`src/sv/lla_grid_mem.sv`:
```
`default_nettype none

module lla_grid_mem #(
	parameter int GRID_WIDTH = 64,
	parameter int GRID_HEIGHT = 64,
	parameter int AW = 6
) (
	input  wire logic                  clk,
	input  wire logic                  wr_en,
	input  wire logic [AW-1:0]         wr_addr,
	input  wire logic [GRID_WIDTH-1:0] wr_data,
	input  wire logic                  rd_en,
	input  wire logic [AW-1:0]         rd_addr,
	output logic      [GRID_WIDTH-1:0] rd_data
);

	logic [GRID_WIDTH-1:0] mem_q [GRID_HEIGHT];

	always_ff @(posedge clk) begin
		if (wr_en) begin
			mem_q[wr_addr] <= wr_data;
		end
	end

	always_ff @(posedge clk) begin
		if (rd_en) begin
			rd_data <= mem_q[rd_addr];
		end
	end

endmodule

`default_nettype wire

```
`config.mk`:
```
export PLATFORM = sky130hd
export DESIGN_NAME = lla_grid_mem
export DESIGN_NICKNAME = d
export VERILOG_FILES = /design/src/sv/lla_grid_mem.sv
export SDC_FILE = /design/constraint.sdc
export NUM_CORES = 2
export LEC_CHECK = 0
export BUFFER_PORTS_ARGS = -buffer_cell sky130_fd_sc_hd__buf_2
export CAP_MARGIN = 5
export CORE_MARGIN = 10
export CORE_UTILIZATION = 40
export DETAILED_ROUTE_END_ITERATION = 7
export GPL_TIMING_DRIVEN = 0
export PLACE_DENSITY = 0.52
export SETUP_SLACK_MARGIN = 0.4
export SLEW_MARGIN = 20
export SYNTH_ARGS = -nofsm -noshare
export SYNTH_HDL_FRONTEND = slang
export SYNTH_SLANG_ARGS = --single-unit
```
`constraint.sdc`:
```
create_clock -name clk -period 19.81 [get_ports clk]
set_input_delay 2.9715 -clock clk [delete_from_list [all_inputs] [get_ports clk]]
set_output_delay 2.9715 -clock clk [all_outputs]
set_load 0.05 [all_outputs]
```
Yosys cells after proc, flatten, opt, wreduce, memory -nomap -nowiden

Memories as Yosys holds them, arrays and structs flattened. A register that Yosys moved wholly into a read port is not among the register bits.
Index checks and enable logic that the tools add are counted.

Register bits after elaboration: 0
RAM bits: 4096
Output and inout port bits: 64
Word-level logic and storage cells: 3
Memories: 1

Muxes and demuxes: 2

Memory list:

| name  | words | width | rd ports | clocked after Yosys merged registers in | wr ports | RTL line | text |
|---|---|---|---|---|---|---|---|
| mem_q | 64    | 64    | 1        | 1                                       | 1        | 17       | `logic [GRID_WIDTH-1:0] mem_q [GRID_HEIGHT];` |

Operators by type and width:

| kind             | number |
|---|---|
| 1-bit 2-to-1 mux | 2 |

Depth between registers and ports, before layout

Word-level depth: 2
Gate-level depth with buffers: 9
Mapped depth without buffers: 5

Least setup slack after synthesis

OpenSTA, ideal clock, no wires.

Path type: in2reg
From: in wr_addr[3]
To: mem mem_q[48][0] (enable)
Setup time: 0.564 ns
Arrival time: 7.843 ns
Slack: 11.403 ns
Stages on the path: 4
Path buffers: 1
Path through: clkbuf_1 -> nor2b_1 -> nand4b_1 -> nor3_1

RTL lines:

| element            | RTL line | text |
|---|---|---|
| start: declaration | 10       | `input wire logic [AW-1:0] wr_addr,` |
| end: declaration   | 17       |  |

No word-level cell before the write port.

==> flow_summary_export.csv <==
group,metric,value,unit
outcome,status,"completed",
clock_tree,cts.sinks,4160,
power_and_ir_drop,leakage,57.6,nW
synth,netlist_area,0.157,mm2
clock_tree,cts_setup_buffers,0,
timing,setup_tns,0,ps
power_and_ir_drop,combPwrFrac,5.5,%
setup_path,worstPathRequired,20420,ps
setup_path,cp_max_fo,10,
timing,setup_viol,0,
timing,fin_skew,65.4,ps
power_and_ir_drop,pwr_density_cell,101,mW/mm2
clock_tree,cts-buffers-inserted,432,
setup_path,r2r_end,"rd_data[38]",
synth,syn_nets,6677,
finish,syn_to_final_growth,17.6,%
timing,slew_headroom,6.52,%
floorplan,die_w,646,um
routing,drtPass1Iterations,6,
routing,ant_nets,0,
power_and_ir_drop,p_sw,4.11,mW
finish,drive_gt1_share,30.5,%
setup_path,worst_setup_path_end_kind,"flip-flop",
finish,fill_cells,31700,
power_and_ir_drop,vdd_drop_max,75.2,uV
setup_path,start_kind,"input pin",
worst_hold_path,hold_class,"flip-flop to flip-flop",
global_routing,antenna_found_initial,57,
routing,drc,0,
floorplan,start_util,40.3,%
routing,wl,461,mm
synth,yosysMostFrequentCell,"edfxtp_1",
clock_tree,cts_tree,"built",
timing,fin_crit_sh,34.0,%
floorplan,die_h,646,um
routing,via_count,76000,
clock_tree,ctsRootBufferMaster,"clkbuf_16",
power_and_ir_drop,p_seq_share,52.3,%
timing,timing.fmax,148,MHz
routing,drt_iter0_drc,9416,
synth,ys_seq_area_share,79.6,%
job,drv_cap,0,
power_and_ir_drop,swShare,21.9,%
worst_hold_path,holdPathEnd,"rd_data[34]",
synth,synth_edf_count,4160,
synth,yosysUniqueCellTypes,32,
synth,synth_common_cells,"edfxtp_1 (4160), mux4_2 (1024), buf_2 (170), a22oi_1 (168), clkbuf_1 (140)",
setup_path,worstRegToRegCells,5,
synth,synth.avg_cell_area,23.8,um2
floorplan,rows,229,
clock_tree,max-clock-path-buffers,4,
timing,rsz0062_at_grt,"false",
clock_tree,ctsHoldBuffers,0,
finish,finalNetCount,7529,
global_routing,grt_usage,21.7,%
synth,synth.area.top_cells,"edfxtp_1 (80%), mux4_2 (15%), mux2i_1 (0.86%), a22oi_1 (0.80%), buf_2 (0.54%)",
clock_tree,ctsResizeCount,0,
synth,ys_seq_elements,4160,
synth,syn_inst,6598,
routing,routedWlPerCell,35.3,um
clock_tree,clkTransAtPathRegs,60,ps
floorplan,dieArea,0.418,mm2
routing,post_drt_via_cell_ratio,5.83,
global_routing,grt_max_degree,65,
setup_path,rrSetupSlack,16820,ps
timing,worstMarginPinSlew,1390,ps
global_routing,overflow,0,
worst_hold_path,min_path_cells,4,
power_and_ir_drop,clockPowerShare,42.2,%
placed_design,portBuffers,134,
clock_tree,h-tree-depth,5,
floorplan,core,0.390,mm2
timing,whs,992,ps
setup_path,reg2reg_from,"mem_q[63][38]",
timing,slew_viol_final,0,
finish,stdcell_count,13000,
synth,synth-async-reset-ratio,0,%
worst_hold_path,min_from,"mem_q[60][34]",
synth,yosysWarnings,0,
global_routing,grt_pass1_wl,635,mm
placed_design,place_inst,12200,
power_and_ir_drop,p_int,14.6,mW
placed_design,gp_congestion,0.793,
setup_path,cp.arrival,7360,ps
synth,synth_top_cell_by_area,"edfxtp_1",
synth,synth_flop_cell,"edfxtp_1",
placed_design,dp_hpwl,315,mm
synth,synth_top_cell_area_share,79.6,%
floorplan,io_pins,143,
global_routing,grt_pass1_vias,77400,
clock_tree,clkLatencyLatePin,1010,ps
timing,final-hold-violation-count,0,
timing,period_needed,6740,ps
setup_path,worst-setup-path-type,"input pin to flip-flop",
==> critical path, cell delays in order <==
cell and delay [ps]:
buf_2 360, buf_4 340, buf_2 500, buf_2 830, buf_4 390, mux2i_1 120, nand2_1 90, a41oi_1 480
a211oi_1 1210
==> flip-flops by register name, summed over array words and instances (netlist names) <==
register  flops
mem_q      4096
rd_data      64
==> power by group through the flow <==
stage | combinational, mW | sequential, mW | clock, mW
floorplan | 0.454 | 10.0 | 0
global placement | 0.984 | 9.98 | 0
detailed placement | 1.03 | 9.97 | 0
CTS | 1.03 | 9.79 | 8.04
global route | 1.07 | 9.79 | 8.39
finish | 1.03 | 9.78 | 7.91
==> area by class of cell <==
class | instances | area (um2) | area share (%)
clock buffer | 510 | 11300 | 6.09
timing repair buffer | 418 | 6770 | 3.67
clock inverter | 274 | 2410 | 1.31
antenna | 43 | 108 | 0.0583
multi-input combinational | 2049 | 30800 | 16.7
tap | 5197 | 6500 | 3.52
sequential | 4160 | 125000 | 67.6
buffer | 370 | 1790 | 0.968
inverter | 19 | 71.3 | 0.0386
==> cells in the final DEF (no fill, tap or decap), drive strengths merged, types with 28 or more instances in the layout <==
cell type / n
or2: 28
a211oi: 63
inv: 31
nor2b: 28
a22oi: 168
and3: 64
edfxtp: 4160
diode: 43
o221ai: 38
or3: 29
a22o: 88
buf: 648
mux4: 1024
nand2: 58
nand3: 45
clkinv: 215
clkbuf: 650
o22ai: 83
bufinv: 37
mux2i: 135
nor2: 112
==> how the worst max path moves through the flow <==
stage	from	end	slack [ps]
4_1_cts	rd_addr[2]	rd_data[7]	13140
6_report	rd_addr[2]	rd_data[45]	13070
5_1_grt	rd_addr[2]	rd_data[7]	13090
2_1_floorplan	wr_addr[3]	mem_q[48][0]	11400
3_3_place_gp	wr_addr[4]	mem_q[48][27]	4170
3_5_place_dp	rd_addr[2]	rd_data[7]	12090
==> routing by layer <==
metal  wire length [um]  GRT usage [%]  vias to the layer above
met1             189000           29.9                    41800
met2             221000           35.1                     3185
met3              34600           4.23                      656
li1                   -              -                    30400
met5                 81              0                        -
met4              16100           6.87                       14
==> logic make-up (layout without fill, tap and decap cells) <==
family / Yosys count / after routing / share of synthesized area (%)
compound gates: 504 / 504 / 2.47
buf+inv: 389 / 1591 / 1.18
flops: 4160 / 4160 / 79.6
mux: 1159 / 1159 / 15.6
other cells: 0 / 43 / 0
simple gates: 386 / 386 / 1.23
==> stage by stage <==
| step | power [mW] | setup slack [ps] | util (%) | instance area, um2 |
|---|---|---|---|---|
| after global routing | 19.2 | 13090 | 47.3 | 185000 |
| final | 18.7 | 13070 | 47.4 | 185000 |
| after floorplan | 10.5 | 11400 | - | 157000 |
| after CTS | 18.9 | 13140 | 47.3 | 184000 |
| after detailed placement | 11.0 | 12090 | 43.8 | 171000 |
| after global placement | 11.0 | 4170 | 42.1 | 164000 |
(Power assumes the default switching activity.)
