==> config.mk <==
export PLATFORM = sky130hd
export DESIGN_NAME = lla_row_unit
export DESIGN_NICKNAME = d
export VERILOG_FILES = /design/src/sv/lla_pkg.sv /design/src/sv/lla_row_unit.sv
export SDC_FILE = /design/constraint.sdc
export NUM_CORES = 1
export LEC_CHECK = 0
export BUFFER_PORTS_ARGS = -buffer_cell sky130_fd_sc_hd__buf_2
export CORE_MARGIN = 1.5
export CORE_UTILIZATION = 31
export DETAILED_ROUTE_END_ITERATION = 6
export PLACE_DENSITY_LB_ADDON = 0.2
export SLEW_MARGIN = 20
export SYNTH_ARGS = -nofsm -noshare
export SYNTH_HDL_FRONTEND = slang
export SYNTH_SLANG_ARGS = --single-unit
==> constraint.sdc <==
create_clock -name clk -period 6.9 [get_ports clk]
set_input_delay 1.38 -clock clk [delete_from_list [all_inputs] [get_ports clk]]
set_output_delay 1.38 -clock clk [all_outputs]
set_load 0.05 [all_outputs]
==> src/sv/lla_pkg.sv <==
`default_nettype none

package lla_pkg;

	typedef enum logic [1:0] {
		ACT_WRITE   = 2'd0,
		ACT_CLEAR   = 2'd1,
		ACT_ADVANCE = 2'd2,
		ACT_READ    = 2'd3
	} act_t;

	localparam int MASK_W = 9;
	localparam int COORD_W = 6;

	localparam logic [MASK_W-1:0] BIRTH_RESET = 9'd8;
	localparam logic [MASK_W-1:0] SURVIVE_RESET = 9'd12;

	localparam logic REG_BIRTH = 1'b0;
	localparam logic REG_SURVIVE = 1'b1;

	// one step of the row window during a generation
	typedef struct packed {
		logic load_prev;
		logic load_first;
		logic shift;
		logic wrap;
	} row_ctrl_t;

endpackage

`default_nettype wire

==> src/sv/lla_row_unit.sv <==
`default_nettype none

module lla_row_unit
	import lla_pkg::*;
#(
	parameter int GRID_WIDTH = 64
) (
	input  wire logic                  clk,
	input  wire row_ctrl_t             ctrl,
	input  wire logic [GRID_WIDTH-1:0] rd_data,
	input  wire logic [MASK_W-1:0]     birth_mask,
	input  wire logic [MASK_W-1:0]     survive_mask,
	output logic      [GRID_WIDTH-1:0] new_row
);

	// three-row window that the grid shifts through one row a cycle
	logic [GRID_WIDTH-1:0] prev_q;
	logic [GRID_WIDTH-1:0] cur_q;
	logic [GRID_WIDTH-1:0] first_q;
	logic [GRID_WIDTH-1:0] below;

	always_ff @(posedge clk) begin
		if (ctrl.load_prev) begin
			prev_q <= rd_data;
		end
		if (ctrl.load_first) begin
			cur_q <= rd_data;
			first_q <= rd_data;
		end
		if (ctrl.shift) begin
			prev_q <= cur_q;
			cur_q <= rd_data;
		end
	end

	// bottom row wraps onto the old top row
	assign below = ctrl.wrap ? first_q : rd_data;

	for (genvar x = 0; x < GRID_WIDTH; x++) begin : g_cell
		localparam int L = (x == 0) ? GRID_WIDTH - 1 : x - 1;
		localparam int R = (x == GRID_WIDTH - 1) ? 0 : x + 1;
		logic [3:0] n;

		assign n = 4'(prev_q[L]) + 4'(prev_q[x]) + 4'(prev_q[R])
			+ 4'(cur_q[L]) + 4'(cur_q[R])
			+ 4'(below[L]) + 4'(below[x]) + 4'(below[R]);
		assign new_row[x] = birth_mask[n] | (cur_q[x] & survive_mask[n]);
	end

endmodule

`default_nettype wire

Word-level counts from Yosys, hierarchy flattened
Cells that the tools add are included.
{"block": "totals", "register_bits": 192, "in_bits": 87}
{"block": "op_classes", "n_addsub": 448, "n_lt_le_gt_ge": 64, "n_mux": 261, "n_bitwise": 128, "n_reduce_logical": 2}
{"op": "$add 4x1->4", "count": 256}
{"op": "$bmux 1 s4", "count": 128}
{"op": "$lt 4x5->1 const B", "count": 64}
{"op": "$mux 64", "count": 5}
{"op": "$add 3x1->4", "count": 64}
{"op": "$add 2x1->3", "count": 64}
{"op": "$add 1x1->2", "count": 64}
{"op": "$mux 1", "count": 128}
{"op": "$and 1x1->1", "count": 64}
{"op": "$or 1x1->1", "count": 64}
{"op": "$reduce_bool 2->1", "count": 2}

Depth between registers and ports, before layout
{"block": "depth", "ltp_word": 11, "mapped_depth": 16, "mapped_depth_nobuf": 13}

Least setup slack after synthesis
OpenSTA, ideal clock, no wires.
{"block": "synth_path", "path_kind": "input -> output", "startpoint": "input ctrl[0] in the netlist's numbering", "endpoint": "output new_row[63]", "t_arrival_ns": 5.592, "path_slack_ns": -0.072, "stages": 12, "path_buffers": 3, "cell_sequence": "clkbuf_1 buf_1 buf_2 mux2i_1 fa_1 fa_1 inv_1 ha_1 fa_1 mux4_2 o21bai_1 a21oi_1"}
{"block": "synth_between", "elab_chain_cells": 8, "elab_cells_between_ends": 10}
{"element": "from (decl)", "line": "lla_row_unit.sv:9", "text": "input wire row_ctrl_t ctrl,"}
{"element": "$mux 64 (*)", "line": "lla_row_unit.sv:37", "text": "assign below = ctrl.wrap ? first_q : rd_data;"}
{"element": "$add 4x1->4 (2 in a row)", "line": "lla_row_unit.sv:46", "text": "+ 4'(below[L]) + 4'(below[x]) + 4'(below[R]);"}
{"element": "$add 4x1->4 (*)", "line": "lla_row_unit.sv:46"}
{"element": "$bmux 1 s4", "line": "lla_row_unit.sv:47", "text": "assign new_row[x] = birth_mask[n] | (cur_q[x] & survive_mask[n]);"}
{"element": "$mux 1 (not written as such)", "line": "lla_row_unit.sv:47"}
{"element": "$and 1x1->1", "line": "lla_row_unit.sv:47"}
{"element": "$or 1x1->1 (*)", "line": "lla_row_unit.sv:47"}
{"element": "to (decl)", "line": "lla_row_unit.sv:13", "text": "output logic [GRID_WIDTH-1:0] new_row"}
Mark *: on every way between the ends. The rest lies on a longest branch, timed or not. The select of a mux whose other input is x is not followed.

Worst setup path after layout
{"block": "layout_path", "startpoint": "input ctrl[0] in the netlist's numbering", "endpoint": "output new_row[12]"}
The elaborated chain is that of the path after synthesis.

==> out/qor.csv <==
stage,metric,value,unit
outcome,status,"finished, final reports clean",
worst_hold_path,worst hold path stage count,1,
worst_setup_path,Critical Path AT,5.33,ns
power,P per Cell Area,489.3,nW/um^2
final_layout,register area,5766,um^2
sta,final worst setup slack,0.1940,ns
worst_hold_path,hold path start,cur_q[26]$_DFFE_PP_,
sta,Fin. Hold Viols,0,
synthesis,"Seq/Total Area, Yosys",21.06,%
final_layout,area taken by multi-input logic gates,19340,um^2
die,Core Area,87160,um^2
sta,final setup skew,0.007636,ns
synthesis,YS warnings,0,
synthesis,Yosys reg bits,192,
cts,clock root buffer,clkbuf_16,
final_layout,"Design Area, Final",30120,um^2
routing,Vias/cell,5.579,
die,Die H,300.2,um
synthesis,Synth Area per Inst,10.64,um^2
sta,Max transition margin,24.25,%
synthesis,Syn Inst Count,2572,
sta,"Slew Viols, Final",0,
global_routing,Total GRT Usage,20.60,%
cts,clock edge transition at the registers on the reported setup and hold paths,0.08,ns
final_layout,Fillers,8718,
placement,area post-placement,29510,um^2
placement,PortBufs,150,
die,I/O Pins,151,
worst_setup_path,Crit. End Element,output pin,
power,Flop pwr share,10.3,%
sta,RSZ-0062 raised after global routing,true,
worst_hold_path,min-delay worst type,flop to flop,
die,cell row count,108,
routing,final WL,92090,um
synthesis,share of Yosys cell area claimed by the top area cell type,21.06,%
power,static leakage,13.47,nW
global_routing,initial antenna violation count,14,
run,maxcap violations,0,
power,Max IR drop VDD,372.0,uV
synthesis,"EDFF count, synth",192,
die,Initial Util,31.41,%
final_layout,Final Util,34.56,%
global_routing,vias in the first global route,22610,
synthesis,top post-synthesis cells by area,"edfxtp_1 (21%), fa_1 (19%), mux4_2 (11%)",
cts,clk sinks,192,
sta,Max Clk Rate,149.1,MHz
final_layout,area grow syn2layout,10.02,%
placement,Final GP Congestion,0.8389,
final_layout,fin cells,3793,
worst_setup_path,Setup Crit Path Kind,input port to output pin,
routing,antenna-violating nets left,0,
synthesis,Netlist cell types,44,
global_routing,total congestion overflow,0,
power,clock share of power,7.1,%
cts,H-tree lvl count,4,
synthesis,Syn Nets,3107,
power,Sw Pwr,7.719,mW
worst_setup_path,r2r setup slk,5.77,ns
die,die area,90100,um^2
synthesis,ys async rst share,0,%
final_layout,nets@finish,3156,
power,Switching Share,52.38,%
die,Die W,300.2,um
routing,DRC viols,0,
placement,Place WS,0.1519,ns
worst_setup_path,CP max FO,19,
synthesis,ys flop type,edfxtp_1,
cts,cts hold-fix bufs,0,
power,Comb pwr share,82.6,%
worst_setup_path,reg2reg path depth,1,
power,internal power,7.019,mW
placement,Cells after DPL,3757,
synthesis,synth cell count leaders,"inv_1 (395), mux2i_1 (276), fa_1 (255)",
global_routing,largest net degree at the start of global routing,65,
worst_setup_path,CP Data Required Time,5.52,ns
cts,# resized after CTS,0,
routing,vias after detailed routing,21160,
global_routing,global-route wire length before repair,140600,um
cts,setup repair bufs after CTS,0,
worst_hold_path,WHS Endpoint,prev_q[26]$_DFFE_PP_,
cts,TritonCTS buffer count,17,
routing,DRT iter0 DRCs,1562,
cts,"Clk Latency, worst-skew pair",0.50,ns
synthesis,"count leader, synth",inv_1,
sta,Final Setup Violations,0,
routing,DRT Pass-1 Iters,5,
cts,CTS tree,built,
routing,Routed WL per cell,24.28,um
sta,fin crit share,97.19,%
worst_setup_path,crit start category,input port,
sta,Slew @ Worst Pin,1.136,ns
cts,Clock Path Buffers,2,
worst_setup_path,worst r2r src,cur_q[38]$_DFFE_PP_,
synthesis,"area leader, netlist",edfxtp_1,
sta,fin crit period,6.706,ns
worst_setup_path,Critical path origin,ctrl[0],
final_layout,layout cell share with drive strength beyond 1,18.07,%
placement,HPWL after detailed placement,62970,um
worst_setup_path,RR Endpoint,prev_q[38]$_DFFE_PP_,
synthesis,Synth Cell Area,27380,um^2
==> worst max-delay path, cell delays in order <==
cell     delay (ns)
buf_4          0.19
buf_12         0.25
mux2i_1        0.49
fa_1           0.50
inv_1          0.09
fa_1           0.43
ha_1           0.22
fa_1           0.71
mux4_2         0.36
a21o_1         0.19
nand3_1        0.06
nand3_1        0.16
buf_2          0.27
==> worst max-delay path by stage <==
stage / endpoint / slack [ns] / cells past startpoint
CTS: new_row[15] / 0.13 / 13
detailed placement: new_row[12] / 0.15 / 13
global route: new_row[14] / -0.003 / 13
global placement: new_row[12] / 0.19 / 13
finish: new_row[12] / 0.19 / 13
floorplan: new_row[26] / 0.005 / 16
==> layout by cell type (no fill, tap or decap), drive strengths merged <==
cell / count
inv: 402
mux2i: 276
fa: 255
buf: 233
ha: 193
edfxtp: 192
a21oi: 173
mux4: 136
a21o: 118
o211ai: 105
nand3: 104
nand2: 68
mux2: 66
o21ai: 60
nor3: 56
xnor2: 52
nand4: 52
clkbuf: 18
clkinv: 7
nor4: 6
xor2: 5
a211oi: 5
nor2: 5
diode: 4
o22ai: 4
o2111ai: 4
nand2b: 4
nand3b: 4
nor3b: 4
a311o: 4
o2bb2ai: 3
a2111oi: 3
a31oi: 3
o21bai: 3
or4: 2
o22a: 2
and2: 2
or2: 2
a21boi: 2
a221o: 1
==> power by group through the flow <==
stage | Sequential, mW | Combinational (mW) | Clock, mW
2_1_floorplan | 1.50 | 9.63 | 0
3_3_place_gp | 1.54 | 11.8 | 0
3_5_place_dp | 1.54 | 12.2 | 0
4_1_cts | 1.52 | 12.2 | 1.08
5_1_grt | 1.53 | 13.2 | 1.11
6_report | 1.52 | 12.2 | 1.05
==> through the flow <==
step / total power [mW] / hold slack, ns / setup TNS, ns
after CTS: 14.83 / 0.6588 / 0
after floorplan: 11.13 / 0.6009 / 0
final: 14.74 / 0.6581 / 0
after global placement: 13.37 / 0.6274 / 0
after global routing: 15.89 / 0.6762 / -0.003851
after detailed placement: 13.72 / 0.6380 / 0
==> layer usage <==
layer / vias to the layer above / GRT usage (%) / routed length (um)
met5: - / 0 / 41
met4: 6 / 7.275 / 2749
met3: 178 / 2.941 / 4805
met2: 728 / 34.74 / 45110
met1: 10880 / 26.93 / 39380
li1: 9375 / - / -
==> cells by family (layout without fill, tap and decap cells) <==
| kind of cell | after synthesis | after routing | share of synthesized area (%) |
|---|---|---|---|
| multiplexers | 478 | 478 | 24.05 |
| AO/OA/AOI/OAI | 490 | 490 | 11.38 |
| flip-flops | 192 | 192 | 21.06 |
| XOR/XNOR | 57 | 57 | 1.824 |
| buffers and inverters | 598 | 660 | 8.441 |
| adder cells (fa/ha/maj) | 448 | 448 | 27.47 |
| AND/OR/NAND/NOR | 309 | 309 | 5.782 |
| other | 0 | 4 | 0 |
==> final cells by class <==
class / count / share of cell area [%]
clock inverters: 14 / 0.4777
multi-input cells: 1782 / 64.20
diodes: 4 / 0.03323
flip-flops and latches: 192 / 19.14
well taps: 1155 / 4.798
inverters: 395 / 4.923
repair buffers: 233 / 5.002
clock buffers: 18 / 1.425
==> sequential cells by signal (all words and copies together) (netlist names) <==
register,flops
cur_q,64
first_q,64
prev_q,64
No activity file was read; power rests on OpenSTA's default activity.
